### src/hdl/dpd_pkg.sv
`timescale 1ns / 1ps
// Shared types, codes and helpers for the dock presence pulse detector.
// No dependencies; imported by dpd_next_state and the top level.
package dpd_pkg;

    localparam int TIMER_BITS  = 16;
    localparam int TIMEOUT_W   = 16;
    localparam int CFG_IDX_W   = 2;
    localparam int CFG_DATA_W  = 16;
    localparam int S_TDATA_W   = 8;
    localparam int M_TDATA_W   = 8;

    localparam logic [32:0] TMASK = (33'd1 << TIMER_BITS) - 33'd1;

    typedef enum logic [1:0] {
        ACT_TICK   = 2'd0,
        ACT_CHARGE = 2'd1,
        ACT_EDGE   = 2'd2,
        ACT_MOTION = 2'd3
    } action_t;

    typedef enum logic [CFG_IDX_W-1:0] {
        REG_TIMEOUT = 2'd0,
        REG_LEGACY  = 2'd1,
        REG_GATING  = 2'd2,
        REG_HOLD_DIS = 2'd3
    } cfg_idx_t;

    typedef struct packed {
        logic [TIMEOUT_W-1:0] timeout;
        logic                 legacy_hw;
        logic                 motion_gating;
        logic                 hold_disable;
    } cfg_t;

    typedef struct packed {
        logic                  docked;
        logic                  reported;
        logic                  moving;
        logic                  armed;
        logic [TIMER_BITS-1:0] count;
        logic                  edge_watch;
        logic                  hold;
        logic                  tracking;
    } dock_state_t;

    typedef struct packed {
        action_t action;
        logic    charge;
        logic    detect;
        logic    motion;
    } dock_item_t;

    // Reload value: zero counts as one tick, larger than the counter saturates.
    function automatic logic [TIMER_BITS-1:0] arm_value(input logic [TIMEOUT_W-1:0] t);
        logic [32:0] w;
        w = 33'(t);
        if (w == 33'd0) begin
            w = 33'd1;
        end
        if (w > TMASK) begin
            w = TMASK;
        end
        return w[TIMER_BITS-1:0];
    endfunction

endpackage

### src/hdl/dock_presence_pulse_detector_core.sv
`timescale 1ns / 1ps
// Top level of the dock presence pulse detector: config registers, state and
// result register around dpd_next_state. Depends on dpd_pkg, dpd_next_state.

// One word in, one result word out. The whole update
// (flag logic plus one TIMER_BITS-wide down-counter) sits between the input
// handshake and the result register, so a new word is taken every cycle while
// the result register is empty or being drained in the same cycle. Every word,
// including ticks and ignored events, yields exactly one result word that
// shows the state after it. Configuration writes take effect at the next edge.
module dock_presence_pulse_detector_core (
    input  logic                            aclk,
    input  logic                            aresetn,
    input  logic                            cfg_we,
    input  logic [dpd_pkg::CFG_IDX_W-1:0]   cfg_addr,
    input  logic [dpd_pkg::CFG_DATA_W-1:0]  cfg_wdata,
    input  logic                            s_tvalid,
    output logic                            s_tready,
    // action[1:0], charge_level[2], detect_level[3], motion_level[4], zeros
    input  logic [dpd_pkg::S_TDATA_W-1:0]   s_tdata,
    output logic                            m_tvalid,
    input  logic                            m_tready,
    // online[0], raw_docked[1], report_changed[2], pulse_hold[3],
    // edge_watch[4], motion_tracking[5], zeros
    output logic [dpd_pkg::M_TDATA_W-1:0]   m_tdata
);
    import dpd_pkg::*;

    cfg_t                 cfg_reg;
    dock_state_t          st_reg;
    dock_state_t          st_next;
    dock_item_t           item;
    logic                 changed;
    logic                 m_valid_reg;
    logic [M_TDATA_W-1:0] m_tdata_reg;
    logic                 s_accept;

    assign s_tready = !m_valid_reg || m_tready;
    assign s_accept = s_tvalid && s_tready;
    assign m_tvalid = m_valid_reg;
    assign m_tdata  = m_tdata_reg;

    assign item.action = action_t'(s_tdata[1:0]);
    assign item.charge = s_tdata[2];
    assign item.detect = s_tdata[3];
    assign item.motion = s_tdata[4];

    dpd_next_state u_next (
        .st      (st_reg),
        .cfg     (cfg_reg),
        .item    (item),
        .nx      (st_next),
        .changed (changed)
    );

    always_ff @(posedge aclk) begin
        if (!aresetn) begin
            cfg_reg.timeout       <= TIMEOUT_W'(1000);
            cfg_reg.legacy_hw     <= 1'b0;
            cfg_reg.motion_gating <= 1'b0;
            cfg_reg.hold_disable  <= 1'b0;
            st_reg.docked         <= 1'b0;
            st_reg.reported       <= 1'b0;
            st_reg.moving         <= 1'b0;
            st_reg.armed          <= 1'b0;
            st_reg.count          <= '0;
            st_reg.edge_watch     <= 1'b1;
            st_reg.hold           <= 1'b0;
            st_reg.tracking       <= 1'b0;
            m_valid_reg           <= 1'b0;
        end else begin
            if (s_accept) begin
                st_reg <= st_next;
            end
            if (cfg_we) begin
                unique case (cfg_idx_t'(cfg_addr))
                    REG_TIMEOUT:  cfg_reg.timeout <= cfg_wdata[TIMEOUT_W-1:0];
                    REG_LEGACY: begin
                        cfg_reg.legacy_hw <= cfg_wdata[0];
                        st_reg.edge_watch <= !cfg_wdata[0];
                    end
                    REG_GATING:   cfg_reg.motion_gating <= cfg_wdata[0];
                    REG_HOLD_DIS: cfg_reg.hold_disable  <= cfg_wdata[0];
                    default: ;
                endcase
            end
            if (s_accept) begin
                m_valid_reg <= 1'b1;
            end else if (m_tready) begin
                m_valid_reg <= 1'b0;
            end
        end
    end

    // result payload needs no reset
    always_ff @(posedge aclk) begin
        if (s_accept) begin
            m_tdata_reg <= {2'b00, st_next.tracking, st_next.edge_watch, st_next.hold,
                            changed, st_next.docked, st_next.reported};
        end
    end

`ifndef SYNTHESIS
    a_armed_count: assert property (@(posedge aclk) disable iff (!aresetn)
        st_reg.armed |-> (st_reg.count != '0))
        else $error("timer armed with zero count");

    a_changed_flag: assert property (@(posedge aclk) disable iff (!aresetn)
        s_accept |=> (m_tdata_reg[2] == (st_reg.reported != $past(st_reg.reported))))
        else $error("report_changed does not match reported state");

    a_charge_disarm: assert property (@(posedge aclk) disable iff (!aresetn)
        (s_accept && !cfg_we && item.action == ACT_CHARGE && item.charge)
        |=> (!st_reg.armed && !st_reg.edge_watch && !st_reg.hold && st_reg.docked))
        else $error("charge high did not disarm and dock");

    a_result_mirror: assert property (@(posedge aclk) disable iff (!aresetn)
        s_accept |=> (m_tdata_reg[0] == st_reg.reported && m_tdata_reg[1] == st_reg.docked))
        else $error("result word out of step with state");
`endif

endmodule

### src/hdl/dpd_next_state.sv
`timescale 1ns / 1ps
// Next-state logic for one word: line detection, timer, motion gating, report.
// Depends on dpd_pkg.
module dpd_next_state (
    input  dpd_pkg::dock_state_t st,
    input  dpd_pkg::cfg_t        cfg,
    input  dpd_pkg::dock_item_t  item,
    output dpd_pkg::dock_state_t nx,
    output logic                 changed
);
    import dpd_pkg::*;

    logic                  set_req;
    logic                  set_val;
    logic                  pub_req;
    logic                  pub_val;
    logic [TIMER_BITS-1:0] cnt_dec;

    assign cnt_dec = st.count - TIMER_BITS'(1);

    always_comb begin
        nx      = st;
        changed = 1'b0;
        set_req = 1'b0;
        set_val = 1'b0;
        pub_req = 1'b0;
        pub_val = 1'b0;

        unique case (item.action)
            ACT_TICK: begin
                if (st.armed) begin
                    nx.count = cnt_dec;
                    if (cnt_dec == '0) begin
                        nx.armed = 1'b0;
                        nx.hold  = 1'b0;
                        set_req  = 1'b1;
                        set_val  = 1'b0;
                    end
                end
            end
            ACT_CHARGE: begin
                if (item.charge) begin
                    nx.edge_watch = 1'b0;
                    nx.hold       = 1'b0;
                    nx.armed      = 1'b0;
                    nx.count      = '0;
                    set_req       = 1'b1;
                    set_val       = 1'b1;
                end else if (!cfg.legacy_hw) begin
                    if (!cfg.hold_disable) begin
                        nx.hold = 1'b1;
                    end
                    nx.edge_watch = 1'b1;
                    if (!item.detect) begin
                        nx.count = arm_value(cfg.timeout);
                        nx.armed = 1'b1;
                    end
                end else begin
                    set_req = 1'b1;
                    set_val = 1'b0;
                end
            end
            ACT_EDGE: begin
                if (st.edge_watch) begin
                    // a pulse inside the window confirms the dock
                    if (st.armed) begin
                        set_req = 1'b1;
                        set_val = 1'b1;
                    end
                    nx.count = arm_value(cfg.timeout);
                    nx.armed = 1'b1;
                    if (!cfg.hold_disable) begin
                        nx.hold = 1'b1;
                    end
                end
            end
            ACT_MOTION: begin
                if (st.tracking) begin
                    nx.moving = item.motion;
                    if (item.motion && !st.docked) begin
                        pub_req = 1'b1;
                        pub_val = 1'b0;
                    end
                end
            end
            default: ;
        endcase

        if (set_req && (st.docked != set_val)) begin
            nx.docked = set_val;
            // gated undock waits for motion
            if (!cfg.motion_gating || set_val || nx.moving) begin
                pub_req = 1'b1;
                pub_val = set_val;
            end
        end

        if (pub_req && (st.reported != pub_val)) begin
            nx.reported = pub_val;
            changed     = 1'b1;
            if (cfg.motion_gating) begin
                if (pub_val) begin
                    nx.tracking = 1'b1;
                    nx.moving   = item.motion;
                end else begin
                    nx.tracking = 1'b0;
                end
            end
        end
    end

endmodule
### config.mk
export PLATFORM = sky130hd
export DESIGN_NAME = dock_presence_pulse_detector_core
export DESIGN_NICKNAME = d
export VERILOG_FILES = /design/src/hdl/dpd_pkg.sv /design/src/hdl/dock_presence_pulse_detector_core.sv /design/src/hdl/dpd_next_state.sv
export SDC_FILE = /design/constraint.sdc
export NUM_CORES = 1
export LEC_CHECK = 0
export ABC_AREA = 1
export BUFFER_PORTS_ARGS = -buffer_cell sky130_fd_sc_hd__buf_2
export CORE_UTILIZATION = 45
export DETAILED_ROUTE_END_ITERATION = 8
export PLACE_DENSITY = 0.75
export SLEW_MARGIN = 20
export SYNTH_ARGS = -nofsm -noshare
export SYNTH_HDL_FRONTEND = slang
export SYNTH_HIERARCHICAL = 1
export SYNTH_SLANG_ARGS = --single-unit
### constraint.sdc
create_clock -name aclk -period 2.2 [get_ports aclk]
set_input_delay 0.33 -clock aclk [delete_from_list [all_inputs] [get_ports aclk]]
set_output_delay 0.33 -clock aclk [all_outputs]
set_load 0.01 [all_outputs]
==> qor.yml, run 1 <==
crit_top_cell: "nand2_2"
yosysUniqueCellTypes: 45
ys_warn_count: 6
n_antenna_cell: 0
crit_type: "flip-flop to flip-flop"
ys.flop_type: "dfxtp_1"
ys_ff_latch: 49
yosysMostFrequentCell: "nand2_1"
async_reset_ff_frac: 0
setup_violations: 0
fin_hold_ws_ns: 0.225
worst-r2r-cell-count: 19
ctsHoldBuffers: 0
netlist_area_um2: 3180
gp_congestion: 0.904
worstPathRequired_ns: 2.40
grt_max_degree: 43
cp_slowest_cell: "dfxtp_1"
power_density_nw_per_um2: 602
viasPerCell: 5.28
io_buffers: 35
hold_viol: 0
wl_per_cell_um: 12.9
drtAntennaViolNets: 0
endpoint_kind: "flip-flop"
vdd_ir_drop_max_mv: 0.393
reg2reg_setup_slack_ns: 0.12
grt_pass1_wl_um: 12900
cts-root-buf: "clkbuf_8"
overflow: 0
hold_class: "primary input to flip-flop"
holdPathEnd: "cfg_reg[6]$_SDFFE_PN1P_"
grt_usage: 0.218
worst_setup_path_start_kind: "flip-flop"
rr_endpoint: "st_reg[0]$_SDFFE_PN0P_"
path_clk_slew_ns: 0.09
clock_sinks: 49
worst_slew_pin_slew_ns: 0.705
fin_tns_setup_ns: 0
route.detailed.drc: 0
cp_num_buf_inv: 2
core_area_um2: 6790
critPathMaxStageDelay_ns: 0.33
period_needed_ns: 2.08
cts-htree-levels: 2
insertion_delay_ns: 0.30
min_from: "cfg_wdata[3]"
crit_fanout: 7
hold_depth: 3
cts_buffers: 5
synth_cells: 480
synth_common_cells: "nand2_1 (90), nor2_1 (85), inv_1 (51)"
largest_reg_flops: 23
drtIter0Drc: 281
slew_violations: 0
die_h_um: 86.0
cp.arrival_ns: 2.29
synth_area_leaders: "dfxtp_1 (27%), nand2_1 (11%), nor2_1 (10%)"
route.vias.total: 3265
outcome: "finished, final reports clean"
slew_headroom: 0.530
io_pins: 41
p_leak_nw: 1.64
fp.dieW_um: 86.0
drv_cap: 0
fin_crit_sh: 0.946
max_freq_ghz: 0.480
yosys.area.top_type: "dfxtp_1"
nets: 559
nFillCells: 662
drt_wl_total_um: 7970
cts_tree: "yes"
worstSetupPathDepth: 19
crit_chain: "buf_4, nor2_4, nand2_4, nor2_8, nand2_2, nand2_2, nand2_2, inv_2, nand2_2, nor2_2, nand3_2, nand2_2, nand3_2, nand2_2, nand2_2, nand2_1, nand2_1, o21ai_1, nor2_1"
die_area_um2: 7400
drive_gt1_frac: 0.211
rows: 30
grt_antenna_before_repair: 0
yosysSeqAreaShare: 0.328
path_delay_family: "simple AND/OR/NAND/NOR gates"
skew_ns: 0.00819
start_util: 0.468
grt_pass1_vias: 2843
syn2layout_area_growth_pct: 14.7
drt-pass1-iter-count: 5
synth-edff-count: 6
clockBufferDepth: 2
rsz0062_at_grt: "true"
reg2reg_from: "st_reg[4]$_SDFFE_PN0P_"
synth_top_area_frac: 0.271
avgSynthCellArea_um2: 6.62
dp_hpwl_um: 5640
power breakdown:
group          switching, mW  internal (mW)  total, mW
Sequential            0.0701          0.971       1.04
Combinational          0.389          0.234      0.624
Clock                  0.303          0.226      0.529
Total                  0.763           1.43       2.19
logic make-up after synthesis:
kind of cell | Yosys count | share of synthesized area
xor gates and xnor gates | 1 | 0.00276
other | 1 | 0.00118
AOI/OAI and AO/OA | 105 | 0.197
DFF | 49 | 0.328
adders and majority gates | 7 | 0.0276
and+or+nand+nor | 242 | 0.346
buffers and inverters | 75 | 0.0977
worst max path at each step:
| stage | slack (ns) | end | from |
|---|---|---|---|
| 5_1_grt | -0.03 | st_reg[0]$_SDFFE_PN0P_ | st_reg[7]$_SDFFE_PN0P_ |
| 4_1_cts | 0.04 | st_reg[0]$_SDFFE_PN0P_ | st_reg[3]$_SDFFE_PN0P_ |
| 3_5_place_dp | -0.02 | st_reg[0]$_SDFFE_PN0P_ | s_tdata[0] |
| 6_report | 0.12 | st_reg[0]$_SDFFE_PN0P_ | st_reg[4]$_SDFFE_PN0P_ |
| 3_3_place_gp | 0.05 | st_reg[0]$_SDFFE_PN0P_ | s_tdata[0] |
| 2_1_floorplan | 0.16 | st_reg[0]$_SDFFE_PN0P_ | st_reg[4]$_SDFFE_PN0P_ |
repair_timing:
item,in CTS,in global routing
setup endpoints to repair,0,5
setup buffers,0,1
resized for setup,0,22
cell usage in the layout, fill, tap and decap left out, types with 2 or more instances in the layout:
cell type	netlist	final
a221oi_1	6	6
nand4_1	3	3
nand3_1	27	26
nor2_2	8	11
nand2_1	90	90
o221ai_1	2	2
conb_1	1	2
inv_2	4	5
clkbuf_8	0	5
nand2_2	13	12
o21a_1	2	2
nor2_4	2	5
o21ai_1	9	12
nor2_1	85	79
a22oi_1	8	8
a21oi_1	17	17
nor4_1	4	4
ha_1	7	6
o21ai_0	47	44
dfxtp_2	0	5
clkbuf_1	9	2
o22ai_1	2	2
buf_4	4	16
a211oi_1	2	2
buf_2	2	35
nand3_2	4	5
nand2_4	1	2
dfxtp_1	43	38
a32oi_1	5	5
edfxtp_1	6	6
inv_1	51	50
worst min-delay path: cells and delay by family:
family                 cells  cell delay [ns]
buffers and inverters      1             0.07
and+or+nand+nor            2             0.09
metal layers:
metal	vias to the layer above	routed length, um	track usage
met5	-	0	0
met4	0	149	0.0727
met3	18	635	0.0423
met2	132	3650	0.365
met1	1455	3530	0.281
li1	1660	-	-
area by class of cell:
cell class                 count  area (um2)  share of cell area
sequential                    49        1050               0.287
tap                           96         120              0.0330
clock buffer                   7        76.3              0.0209
clock inverter                 1        7.51             0.00206
inverter                      57         216              0.0594
multi-input combinational    357        1880               0.516
timing repair buffer          51         295              0.0810
stage by stage:
step | power, mW | utilization | setup WS, ns | area [um2] | cells
4_1_cts | 2.17 | 0.527 | 0.0365 | 3580 | 617
5_1_grt | 2.32 | 0.536 | -0.0283 | 3640 | 618
6_report | 2.19 | 0.536 | 0.118 | 3640 | 618
3_5_place_dp | 1.64 | 0.514 | -0.0168 | 3490 | 609
2_1_floorplan | 1.48 | - | 0.165 | 3180 | 481
3_3_place_gp | 1.63 | 0.514 | 0.0486 | 3490 | 609
Power figures use the tool's default switching activity.
==> run 2, diff against run 1 <==
--- a/config.mk
+++ b/config.mk
@@ -9,8 +9,9 @@
 export BUFFER_PORTS_ARGS = -buffer_cell sky130_fd_sc_hd__buf_2
 export CORE_UTILIZATION = 45
 export DETAILED_ROUTE_END_ITERATION = 8
+export MAX_ROUTING_LAYER = met4
 export PLACE_DENSITY = 0.75
-export SLEW_MARGIN = 20
+export SLEW_MARGIN = 40
 export SYNTH_ARGS = -nofsm -noshare
 export SYNTH_HDL_FRONTEND = slang
 export SYNTH_HIERARCHICAL = 1
==> constraint.sdc (replaced) <==
create_clock -name aclk -period 2.2 [get_ports aclk]
set_input_delay 0.33 -clock aclk [delete_from_list [all_inputs] [get_ports aclk]]
set_output_delay 0.33 -clock aclk [all_outputs]
set_load 0.02 [all_outputs]
==> run 2 against run 1 <==
Against the previous run:
- fmax down 3.3%
- global-route usage rose by 1.3 points
- critical endpoint unchanged
- clock skew down 0.00055 ns
- hold slack improved by 0.0046 ns
- routed wire length is 6.0% higher
- setup slack worse by 0.072 ns
==> qor.yml, run 2 (same netlist as run 1, synthesis figures left out) <==
vdd_ir_drop_max_mv: 0.381  # -3.0%
dp_hpwl_um: 5870  # +4.2%
clock_power_share: 0.281  # +0.040
outcome: "finished, final reports clean"
fin_tns_setup_ns: 0  # unchanged
wl_per_cell_um: 13.6  # +5.5%
crit_type: "flip-flop to flip-flop"
worstPathRequired_ns: 2.39  # about the same
grt_antenna_before_repair: 0  # unchanged
fin_cells: 621  # +0.49%
layout_commonest_cell: "nand2_1"
ctsHoldBuffers: 0  # unchanged
clock_sinks: 49  # unchanged
multi_input_area_um2: 1910  # +1.7%
setup_violations: 0  # unchanged
drt_wl_total_um: 8440  # +6.0%
nets: 562  # +0.54%
grt_max_degree: 43  # unchanged
rsz0062_at_grt: "true"
route.vias.total: 3357  # +2.8%
regArea_um2: 1050  # +0.24%
insertion_delay_ns: 0.30  # about the same
path_clk_slew_ns: 0.09  # about the same
rows: 30  # unchanged
met2_usage: 0.382  # +0.0166
finalInstanceArea_um2: 3740  # +2.6%
p_sw_mw: 0.796  # +4.3%
drt-pass1-iter-count: 7  # +2
io_pins: 41  # unchanged
cts_tree: "yes"
period_needed_ns: 2.15  # +0.0716 ns
grt_pass1_wl_um: 13400  # +3.8%
n_antenna_cell: 0  # unchanged
die_area_um2: 7400  # unchanged
cts_buffers: 5  # unchanged
use_met3: 0.0318  # -0.0106
cp.arrival_ns: 2.35  # +0.06 ns
worst_slew_pin_slew_ns: 0.693  # -0.0117 ns
power_density_nw_per_um2: 639  # +6.1%
intPower_mw: 1.59  # +11%
drtAntennaViolNets: 0  # unchanged
gp_congestion: 0.917  # +1.4%
start_util: 0.468  # unchanged
fin_hold_ws_ns: 0.230  # +0.00456 ns
drive_gt1_frac: 0.234  # +0.0236
grt_usage: 0.231  # +0.0127
route.detailed.drc: 0  # unchanged
crit_fanout: 6  # -1
overflow: 0  # unchanged
post-place-cells: 609  # unchanged
total_power_mw: 2.39  # +8.9%
slew_headroom: 0.538  # +0.00778
fin_crit_sh: 0.979  # +0.0326
core_area_um2: 6790  # unchanged
cts-root-buf: "clkbuf_8"
p_leak_nw: 1.68  # +2.4%
top_usage_layer: "met2"
slew_violations: 0  # unchanged
cts-htree-levels: 2  # unchanged
largest_reg_flops: 23  # unchanged
seq_power_share: 0.437  # -0.038
swShare: 0.333  # -0.0145
viasPerCell: 5.41  # +2.3%
io_buffers: 35  # unchanged
clockBufferDepth: 2  # unchanged
max_freq_ghz: 0.464  # -3.3%
hold_viol: 0  # unchanged
drv_cap: 0  # unchanged
drtIter0Drc: 245  # -13%
met1_usage: 0.301  # +0.0197
combPwrFrac: 0.282  # -0.002
worst_setup_path_start_kind: "flip-flop"
die_h_um: 86.0  # unchanged
syn2layout_area_growth_pct: 17.7
nFillCells: 659  # -0.45%
endpoint_kind: "flip-flop"
post_dp_cell_area_um2: 3490  # unchanged
hold_class: "primary input to flip-flop"
fp.dieW_um: 86.0  # unchanged
skew_ns: 0.00763  # -0.000551 ns
grt_pass1_vias: 3004  # +5.7%
final_cell_mix: "nand2_1 (86), nor2_1 (80), inv_1 (50), o21ai_0 (45), dfxtp_1 (36)"
run 2: cell types whose count changed in the layout (fill, tap and decap cells not counted), moves of 2 or more:
cell	before	now
o21ai_2	1	4
dfxtp_1	38	36
nand2_1	90	86
o21ai_1	12	8
nand2_2	12	16
dfxtp_2	5	7
buf_4	16	18
run 2: critical path: stages (launching register included):
cell and delay (ns):
dfxtp_1 0.46, nor2_2 0.09, inv_1 0.15, nor2_4 0.06, buf_4 0.13, nand2_1 0.07
nand2_1 0.07, nand2_1 0.10, nand3_2 0.10, nor2_4 0.12, nand3_2 0.10, nand2_2 0.07
nand3_2 0.08, nand2_2 0.12, nand2_2 0.06, nand2_1 0.06, nand2_1 0.06, o21ai_1 0.11
nor2_1 0.05
run 2: routing by layer:
metal / routed length [um] / share of wire
met2: 4130 / 0.49
met1: 3670 / 0.44
met5: 0 / 0
met4: 57 / 0.0068
met3: 581 / 0.069
run 2: power by group through the flow:
stage          Clock, mW  Sequential (mW)  Combinational (mW)
2_1_floorplan          0             1.05               0.439
3_3_place_gp           0             1.05               0.589
3_5_place_dp           0             1.06               0.601
4_1_cts            0.684             1.04               0.605
5_1_grt            0.722             1.05               0.747
6_report           0.672             1.04               0.673
run 2: area by class of cell:
class,count,share of cell area
timing repair buffer,54,0.0860
multi-input combinational,357,0.512
clock inverter,1,0.00803
clock buffer,7,0.0231
sequential,49,0.281
tap,96,0.0321
inverter,57,0.0579
run 2: repair_timing:
action / CTS / global route
endpoints found under the setup margin: 0 / 6
setup buffers: 0 / 4
gates resized for setup: 0 / 32
run 2: path summary, 6_finish.rpt:
kind                                         startpoint                       end  slack, ns  cells past startpoint
worst min-delay path                       cfg_wdata[8]  cfg_reg[11]$_SDFFE_PN1P_       0.23                      3
worst max-delay path             st_reg[7]$_SDFFE_PN0P_    st_reg[0]$_SDFFE_PN0P_       0.05                     18
worst max register to register   st_reg[7]$_SDFFE_PN0P_    st_reg[0]$_SDFFE_PN0P_       0.05                     18
worst min register to register  cfg_reg[0]$_SDFFE_PN0P_   cfg_reg[0]$_SDFFE_PN0P_       0.47                      2
run 2: per-stage QoR:
stage / util / setup slack (ns)
floorplan: - / 0.165
global placement: 0.514 / 0.0553
detailed placement: 0.514 / -0.0154
CTS: 0.531 / 0.0104
global route: 0.550 / -0.105
finish: 0.550 / 0.0462
